<file path="config.mk">
export PLATFORM = sky130hd
export DESIGN_NAME = time_window_next_run_table
export DESIGN_NICKNAME = d
export VERILOG_FILES = /design/src/rtl/twnr_pkg.sv /design/src/rtl/twnr_cell.sv /design/src/rtl/time_window_next_run_table.sv
export SDC_FILE = /design/constraint.sdc
export NUM_CORES = 2
export LEC_CHECK = 0
export ABC_AREA = 1
export BUFFER_PORTS_ARGS = -buffer_cell sky130_fd_sc_hd__buf_2
export CORE_AREA = 2 2 324 326
export DETAILED_ROUTE_END_ITERATION = 8
export DIE_AREA = 0 0 326 328
export GPL_TIMING_DRIVEN = 0
export PLACE_DENSITY = 0.81
export SLEW_MARGIN = 10
export SYNTH_ARGS = -nofsm -noshare
export SYNTH_HDL_FRONTEND = slang
export SYNTH_HIERARCHICAL = 1
export SYNTH_SLANG_ARGS = --single-unit
</file>
<file path="constraint.sdc">
create_clock -name clk -period 12.17 [get_ports clk]
set_input_delay 1.8255 -clock clk [delete_from_list [all_inputs] [get_ports clk]]
set_output_delay 1.8255 -clock clk [all_outputs]
set_load 0.005 [all_outputs]
</file>
<file path="src/rtl/twnr_pkg.sv">
package twnr_pkg;

	localparam int MAX_WINDOWS_DEF = 8;
	localparam int SEC_W = 17;
	localparam int DAY_W = 20;

	localparam logic [SEC_W-1:0] SECS_PER_DAY = 17'd86400;
	localparam logic [SEC_W-1:0] LAST_SECOND  = 17'd86399;

	localparam logic MODE_INSERT = 1'b0;
	localparam logic MODE_QUERY  = 1'b1;

	localparam logic [1:0] STATUS_RUN      = 2'd0;
	localparam logic [1:0] STATUS_EMPTY    = 2'd1;
	localparam logic [1:0] STATUS_INSERTED = 2'd2;
	localparam logic [1:0] STATUS_FULL     = 2'd3;

	typedef struct packed {
		logic             mode;
		logic [SEC_W-1:0] window_from;
		logic [SEC_W-1:0] window_to;
		logic [DAY_W-1:0] query_day;
		logic [SEC_W-1:0] query_second;
	} in_word_t;

	typedef struct packed {
		logic [1:0]       status;
		logic             in_window;
		logic [DAY_W-1:0] next_day;
		logic [SEC_W-1:0] next_second;
		logic [DAY_W-1:0] start_day;
		logic [SEC_W-1:0] start_second;
	} out_word_t;

	// one stored window: end second, span and wrap flag
	typedef struct packed {
		logic [SEC_W-1:0] to;
		logic [SEC_W-1:0] mag;
		logic             wrap;
	} entry_t;

	// data handed from one cell to the next
	typedef struct packed {
		logic   lt;
		entry_t entry;
		logic   found;
		entry_t acc_entry;
		logic   acc_inside;
	} chain_t;

	function automatic logic [SEC_W-1:0] sat_second(input logic [SEC_W-1:0] v);
		return (v > LAST_SECOND) ? LAST_SECOND : v;
	endfunction

endpackage

</file>
<file path="src/rtl/twnr_cell.sv">
module twnr_cell #(
	parameter bit HEAD = 1'b0
) (
	input  logic                        clk,
	input  logic [twnr_pkg::SEC_W-1:0]  t,
	input  twnr_pkg::entry_t            new_entry,
	input  logic                        wr_go,
	input  logic                        valid,
	input  logic                        at_end,
	input  twnr_pkg::chain_t            chain_in,
	output twnr_pkg::chain_t            chain_out
);

	twnr_pkg::entry_t          entry_q;
	logic                      lt;
	logic                      contains;
	logic                      hit;
	logic                      sel;
	logic [twnr_pkg::SEC_W:0]  fwd_dist;

	always_comb begin
		// forward distance from t to the window end
		if (t > entry_q.to) begin
			fwd_dist = {1'b0, twnr_pkg::SECS_PER_DAY} - {1'b0, t} + {1'b0, entry_q.to};
		end else begin
			fwd_dist = {1'b0, entry_q.to} - {1'b0, t};
		end
		if (entry_q.wrap) begin
			contains = fwd_dist <= {1'b0, entry_q.mag};
		end else begin
			contains = (t <= entry_q.to) && (fwd_dist <= {1'b0, entry_q.mag});
		end
	end

	assign lt = valid && ((new_entry.to < entry_q.to) ||
		((new_entry.to == entry_q.to) && (new_entry.mag < entry_q.mag)));

	// the head cell only wins on containment
	assign hit = valid && (contains || (!HEAD && (t < entry_q.to)));
	assign sel = hit && !chain_in.found;

	always_comb begin
		chain_out.lt         = lt;
		chain_out.entry      = entry_q;
		chain_out.found      = chain_in.found || hit;
		chain_out.acc_entry  = chain_in.acc_entry | (sel ? entry_q : '0);
		chain_out.acc_inside = chain_in.acc_inside | (sel && contains);
	end

	// insert shifts the tail up by one cell
	always_ff @(posedge clk) begin
		if (wr_go && (lt || at_end)) begin
			entry_q <= chain_in.lt ? chain_in.entry : new_entry;
		end
	end

endmodule

</file>
<file path="src/rtl/time_window_next_run_table.sv">
// channel  | direction | handshake             | word
// in       | input     | in_valid / in_ready   | in_word  (twnr_pkg::in_word_t)
// out      | output    | out_valid / out_ready | out_word (twnr_pkg::out_word_t)
//
// every item is first captured, then run through the cell chain
// an insert or query is resolved in a single pass along the row of MAX_WINDOWS cells
// reset clears the window count; cell contents are only read below the count
// the chain step holds while a finished word still waits on out_ready
module time_window_next_run_table #(
	parameter int MAX_WINDOWS = twnr_pkg::MAX_WINDOWS_DEF
) (
	input  logic                clk,
	input  logic                arst_n,
	input  logic                in_valid,
	output logic                in_ready,
	input  twnr_pkg::in_word_t  in_word,
	output logic                out_valid,
	input  logic                out_ready,
	output twnr_pkg::out_word_t out_word
);

	localparam int CNT_W = $clog2(MAX_WINDOWS + 1);

	localparam logic ST_IDLE = 1'b0;
	localparam logic ST_EXEC = 1'b1;

	logic                       state_q;
	logic [CNT_W-1:0]           count_q;
	logic                       out_valid_q;
	twnr_pkg::out_word_t        out_word_q;

	logic                       mode_q;
	twnr_pkg::entry_t           new_entry_q;
	logic [twnr_pkg::DAY_W-1:0] day_q;
	logic [twnr_pkg::SEC_W-1:0] t_q;

	twnr_pkg::chain_t           chain [MAX_WINDOWS+1];

	logic                       go;
	logic                       full;
	logic                       ins_go;
	twnr_pkg::entry_t           w;
	logic                       in_win;
	logic                       next;
	logic [twnr_pkg::DAY_W-1:0] nday;
	logic [twnr_pkg::DAY_W-1:0] sday;
	logic [twnr_pkg::SEC_W-1:0] ssec;
	twnr_pkg::out_word_t        result;

	logic [twnr_pkg::SEC_W-1:0] from_sat;
	logic [twnr_pkg::SEC_W-1:0] to_sat;
	twnr_pkg::entry_t           in_entry;

	assign in_ready  = (state_q == ST_IDLE);
	assign out_valid = out_valid_q;
	assign out_word  = out_word_q;

	assign go     = (state_q == ST_EXEC) && (!out_valid_q || out_ready);
	assign full   = count_q >= CNT_W'(MAX_WINDOWS);
	assign ins_go = go && (mode_q == twnr_pkg::MODE_INSERT) && !full;

	always_comb begin
		from_sat      = twnr_pkg::sat_second(in_word.window_from);
		to_sat        = twnr_pkg::sat_second(in_word.window_to);
		in_entry.to   = to_sat;
		in_entry.wrap = from_sat > to_sat;
		if (from_sat > to_sat) begin
			in_entry.mag = twnr_pkg::SECS_PER_DAY - from_sat + to_sat;
		end else begin
			in_entry.mag = to_sat - from_sat;
		end
	end

	always_ff @(posedge clk) begin
		if (in_valid && in_ready) begin
			mode_q      <= in_word.mode;
			new_entry_q <= in_entry;
			day_q       <= in_word.query_day;
			t_q         <= twnr_pkg::sat_second(in_word.query_second);
		end
	end

	assign chain[0] = '0;

	for (genvar i = 0; i < MAX_WINDOWS; i++) begin : g_cell
		twnr_cell #(
			.HEAD(i == 0)
		) u_cell (
			.clk       (clk),
			.t         (t_q),
			.new_entry (new_entry_q),
			.wr_go     (ins_go),
			.valid     (count_q > CNT_W'(i)),
			.at_end    (count_q == CNT_W'(i)),
			.chain_in  (chain[i]),
			.chain_out (chain[i+1])
		);
	end

	always_comb begin
		// nothing later fits: fall back to the first entry
		if (chain[MAX_WINDOWS].found) begin
			w      = chain[MAX_WINDOWS].acc_entry;
			in_win = chain[MAX_WINDOWS].acc_inside;
		end else begin
			w      = chain[1].entry;
			in_win = 1'b0;
		end

		if (in_win) begin
			next = w.wrap && (t_q > w.to);
		end else if (w.wrap) begin
			next = 1'b1;
		end else begin
			next = t_q > w.to;
		end
		nday = day_q + twnr_pkg::DAY_W'(next);

		if (w.mag > w.to) begin
			sday = nday - twnr_pkg::DAY_W'(1);
			ssec = w.to + twnr_pkg::SECS_PER_DAY - w.mag;
		end else begin
			sday = nday;
			ssec = w.to - w.mag;
		end

		result = '0;
		if (mode_q == twnr_pkg::MODE_INSERT) begin
			result.status = full ? twnr_pkg::STATUS_FULL : twnr_pkg::STATUS_INSERTED;
		end else if (count_q == '0) begin
			result.status = twnr_pkg::STATUS_EMPTY;
		end else begin
			result.status       = twnr_pkg::STATUS_RUN;
			result.in_window    = in_win;
			result.next_day     = nday;
			result.next_second  = w.to;
			result.start_day    = sday;
			result.start_second = ssec;
		end
	end

	always_ff @(posedge clk) begin
		if (go) begin
			out_word_q <= result;
		end
	end

	always_ff @(posedge clk or negedge arst_n) begin
		if (!arst_n) begin
			state_q     <= ST_IDLE;
			count_q     <= '0;
			out_valid_q <= 1'b0;
		end else begin
			case (state_q)
				ST_IDLE: begin
					if (in_valid) begin
						state_q <= ST_EXEC;
					end
				end
				ST_EXEC: begin
					if (go) begin
						state_q <= ST_IDLE;
					end
				end
				default: begin
					state_q <= ST_IDLE;
				end
			endcase
			if (ins_go) begin
				count_q <= count_q + CNT_W'(1);
			end
			if (go) begin
				out_valid_q <= 1'b1;
			end else if (out_ready) begin
				out_valid_q <= 1'b0;
			end
		end
	end

`ifndef ASSERT_OFF
	a_count_bound: assert property (@(posedge clk) disable iff (!arst_n)
		count_q <= CNT_W'(MAX_WINDOWS))
		else $error("window count past table size");

	a_count_step: assert property (@(posedge clk) disable iff (!arst_n)
		ins_go |=> (count_q == $past(count_q) + CNT_W'(1)))
		else $error("insert did not advance window count");

	a_inside_run: assert property (@(posedge clk) disable iff (!arst_n)
		out_valid && (out_word.status != twnr_pkg::STATUS_RUN) |-> !out_word.in_window)
		else $error("in_window set on a non-run word");

	a_exec_hold: assert property (@(posedge clk) disable iff (!arst_n)
		(state_q == ST_EXEC) && out_valid_q && !out_ready |=> (state_q == ST_EXEC))
		else $error("item left execute while output stalled");
`endif

endmodule
</file>
==> flow_summary.json <==
{
  "fin_area_sq_um": 62890,
  "place_area_sq_um": 60920,
  "instances_no_fill": 9294,
  "clk_path_buf_depth": 3,
  "r2r_end": "out_word[35]$_SDFFCE_PP0P_",
  "worst_path_most_repeated_cell": "nand2_1",
  "drc": 0,
  "drv_slew": 0,
  "synth_cells": 7492,
  "vdd_ir_drop_max_uv": 157.2,
  "register_area_sq_um": 13060,
  "avgViaCountPerCell": 5.954,
  "core_sq_um": 103200,
  "multi_input_area_sq_um": 37220,
  "status": "finished, final reports clean",
  "start_util_pct": 54.68,
  "power.density_nw_per_um2": 139.6,
  "cts.hold.buffers_added": 0,
  "hold_viol": 0,
  "cp-end-kind": "flop",
  "critPathKind": "reg -> reg",
  "die-area_sq_um": 106900,
  "p_total_uw": 8782,
  "holdPathEnd": "out_valid$_DFFE_PN0P_",
  "worstPathArrival_ps": 11870,
  "cts_buffers": 51,
  "antenna_found_initial": 13,
  "grt_overflow_total": 0,
  "ant_nets": 0,
  "fill_cells": 9266,
  "cts-root-buf": "clkbuf_16",
  "worst_pin_slew_ps": 1469,
  "cts.sink_count": 436,
  "setup_violations": 0,
  "slowest_delay_ps": 760,
  "drt_iter0_markers": 7178,
  "skew_ps": 29.56,
  "port_buffers": 154,
  "tritoncts": "yes",
  "wl_mm": 216.9,
  "drive_gt1_share_pct": 11.90,
  "min_period_ps": 11490,
  "fin_crit_sh_pct": 94.38,
  "p_leak_uw": 0.03198,
  "drt_pass1_iterations": 8,
  "syn_to_final_growth_pct": 11.44,
  "rr_startpoint": "t_q[1]$_SDFFCE_PN1P_",
  "max_clock_freq_ghz": 0.08706,
  "num_vias": 55340,
  "die_y_microns": 328,
  "path_clk_slew_ps": 60,
  "rrSetupSlack_ps": 680,
  "critPathSlowestCell": "o21ai_0",
  "grt_use_total_pct": 39.12,
  "die_w_microns": 326,
  "synth.avg_cell_area_sq_um": 7.533,
  "max-cap-violations": 0,
  "h-tree-depth": 2,
  "grt_pass1_wl_mm": 315.4,
  "holdPathStages": 2,
  "hp-start": "out_valid$_DFFE_PN0P_",
  "clock_latency_ps": 630,
  "min_path_type": "reg -> reg",
  "num_rows": 118,
  "dp.cells": 9167,
  "fin_nets": 8882,
  "ff2ff_path_depth": 69,
  "io_pins": 155,
  "gp_routability_congestion": 1.017,
  "wl_per_cell_microns": 23.34,
  "slew-limit-headroom_pct": 2.087,
  "synth_area_sq_um": 56440,
  "grt_pass1_vias": 52230,
  "crit_required_ps": 12550,
  "yosys_warnings": 6,
  "rsz0062_at_grt": "false",
  "cp_max_fo": 19,
  "grt_max_degree": 71,
  "place_hpwl_mm": 173.6,
  "startpoint_type": "flop"
}
## critical path, delay by kind of cell, from the launching register on
family / cells / cell delay [ps]
AOI/OAI and AO/OA: 7 / 1810
adders and majority gates: 7 / 2000
buffers and inverters: 18 / 3160
DFF: 1 / 410
and+or+nand+nor: 37 / 3800
## worst max-delay path by stage
| stage | endpoint | slack, ps | from |
|---|---|---|---|
| CTS | out_word[31]$_SDFFCE_PP0P_ | 6 | t_q[4]$_SDFFCE_PN1P_ |
| global placement | out_word[35]$_SDFFCE_PP0P_ | -1520 | t_q[12]$_SDFFCE_PN1P_ |
| global route | out_word[29]$_SDFFCE_PP0P_ | 80 | t_q[1]$_SDFFCE_PN1P_ |
| floorplan | out_word[32]$_SDFFCE_PP0P_ | 2170 | t_q[2]$_SDFFCE_PN1P_ |
| finish | out_word[35]$_SDFFCE_PP0P_ | 680 | t_q[1]$_SDFFCE_PN1P_ |
| detailed placement | out_word[31]$_SDFFCE_PP0P_ | -1210 | t_q[1]$_SDFFCE_PN1P_ |
## stage by stage
stage / util (%) / setup WS [ps] / setup TNS [ps] / hold slack, ps
after global placement: 57.37 / -1515 / -43910 / 474.5
final: 60.94 / 683.7 / 0 / 508.8
after floorplan: - / 2171 / 0 / 457.5
after CTS: 60.78 / 6.104 / 0 / 508.0
after global routing: 60.93 / 76.19 / 0 / 562.0
after detailed placement: 59.03 / -1211 / -23750 / 494.3
## cells in the final DEF, fill, tap and decap left out, types with 37 or more instances in the layout
cell,n
nand2_1,1587
inv_1,1436
ha_1,808
nor2_1,457
edfxtp_1,430
a21oi_1,419
nand4_1,352
o21ai_0,320
nand3_1,285
mux2_2,264
buf_2,211
fa_1,130
xor2_1,115
nor3_1,91
xnor2_1,74
conb_1,73
clkbuf_1,65
or2_2,53
clkbuf_16,51
buf_16,44
o21bai_1,39
inv_2,39
o21ai_1,37
## layer usage
layer / track usage (%) / part of all wire (%) / up-vias
li1: - / - / 25440
met1: 49.88 / 38 / 25730
met2: 59.27 / 42 / 3345
met5: 0 / 0.039 / -
met3: 10.66 / 13 / 805
met4: 23.32 / 7.0 / 12
## flip-flops by register name, summed over array words and instances (netlist names)
| signal | flops |
|---|---|
| out_valid | 1 |
| g_cell.u_cell/chain_out | 280 |
| day_q | 20 |
| mode_q | 1 |
| count_q | 4 |
| t_q | 17 |
| state_q | 1 |
| out_word | 77 |
| new_entry_q | 35 |
## area by class of cell
cell class	count	area share, %
multi-input cells	5488	59.18
well taps	1380	2.745
repair buffers	254	4.327
inverters	1482	8.865
clock buffers	67	2.172
flip-flops and latches	436	20.77
diodes	6	0.02387
clock inverters	27	0.3700
plain buffers	154	1.548
## where the power goes
group	switching (uW)	total (uW)	internal, uW
combinational	3220	5120	1900
sequential	233	2140	1910
clock	673	1510	839
## repair_timing
action | 4_1_cts | 5_1_grt
pin swaps | 0 | 0
resized for setup | 2 | 25
setup buffers | 22 | 8
setup endpoints to repair | 44 | 38
(Power assumes the default switching activity.)
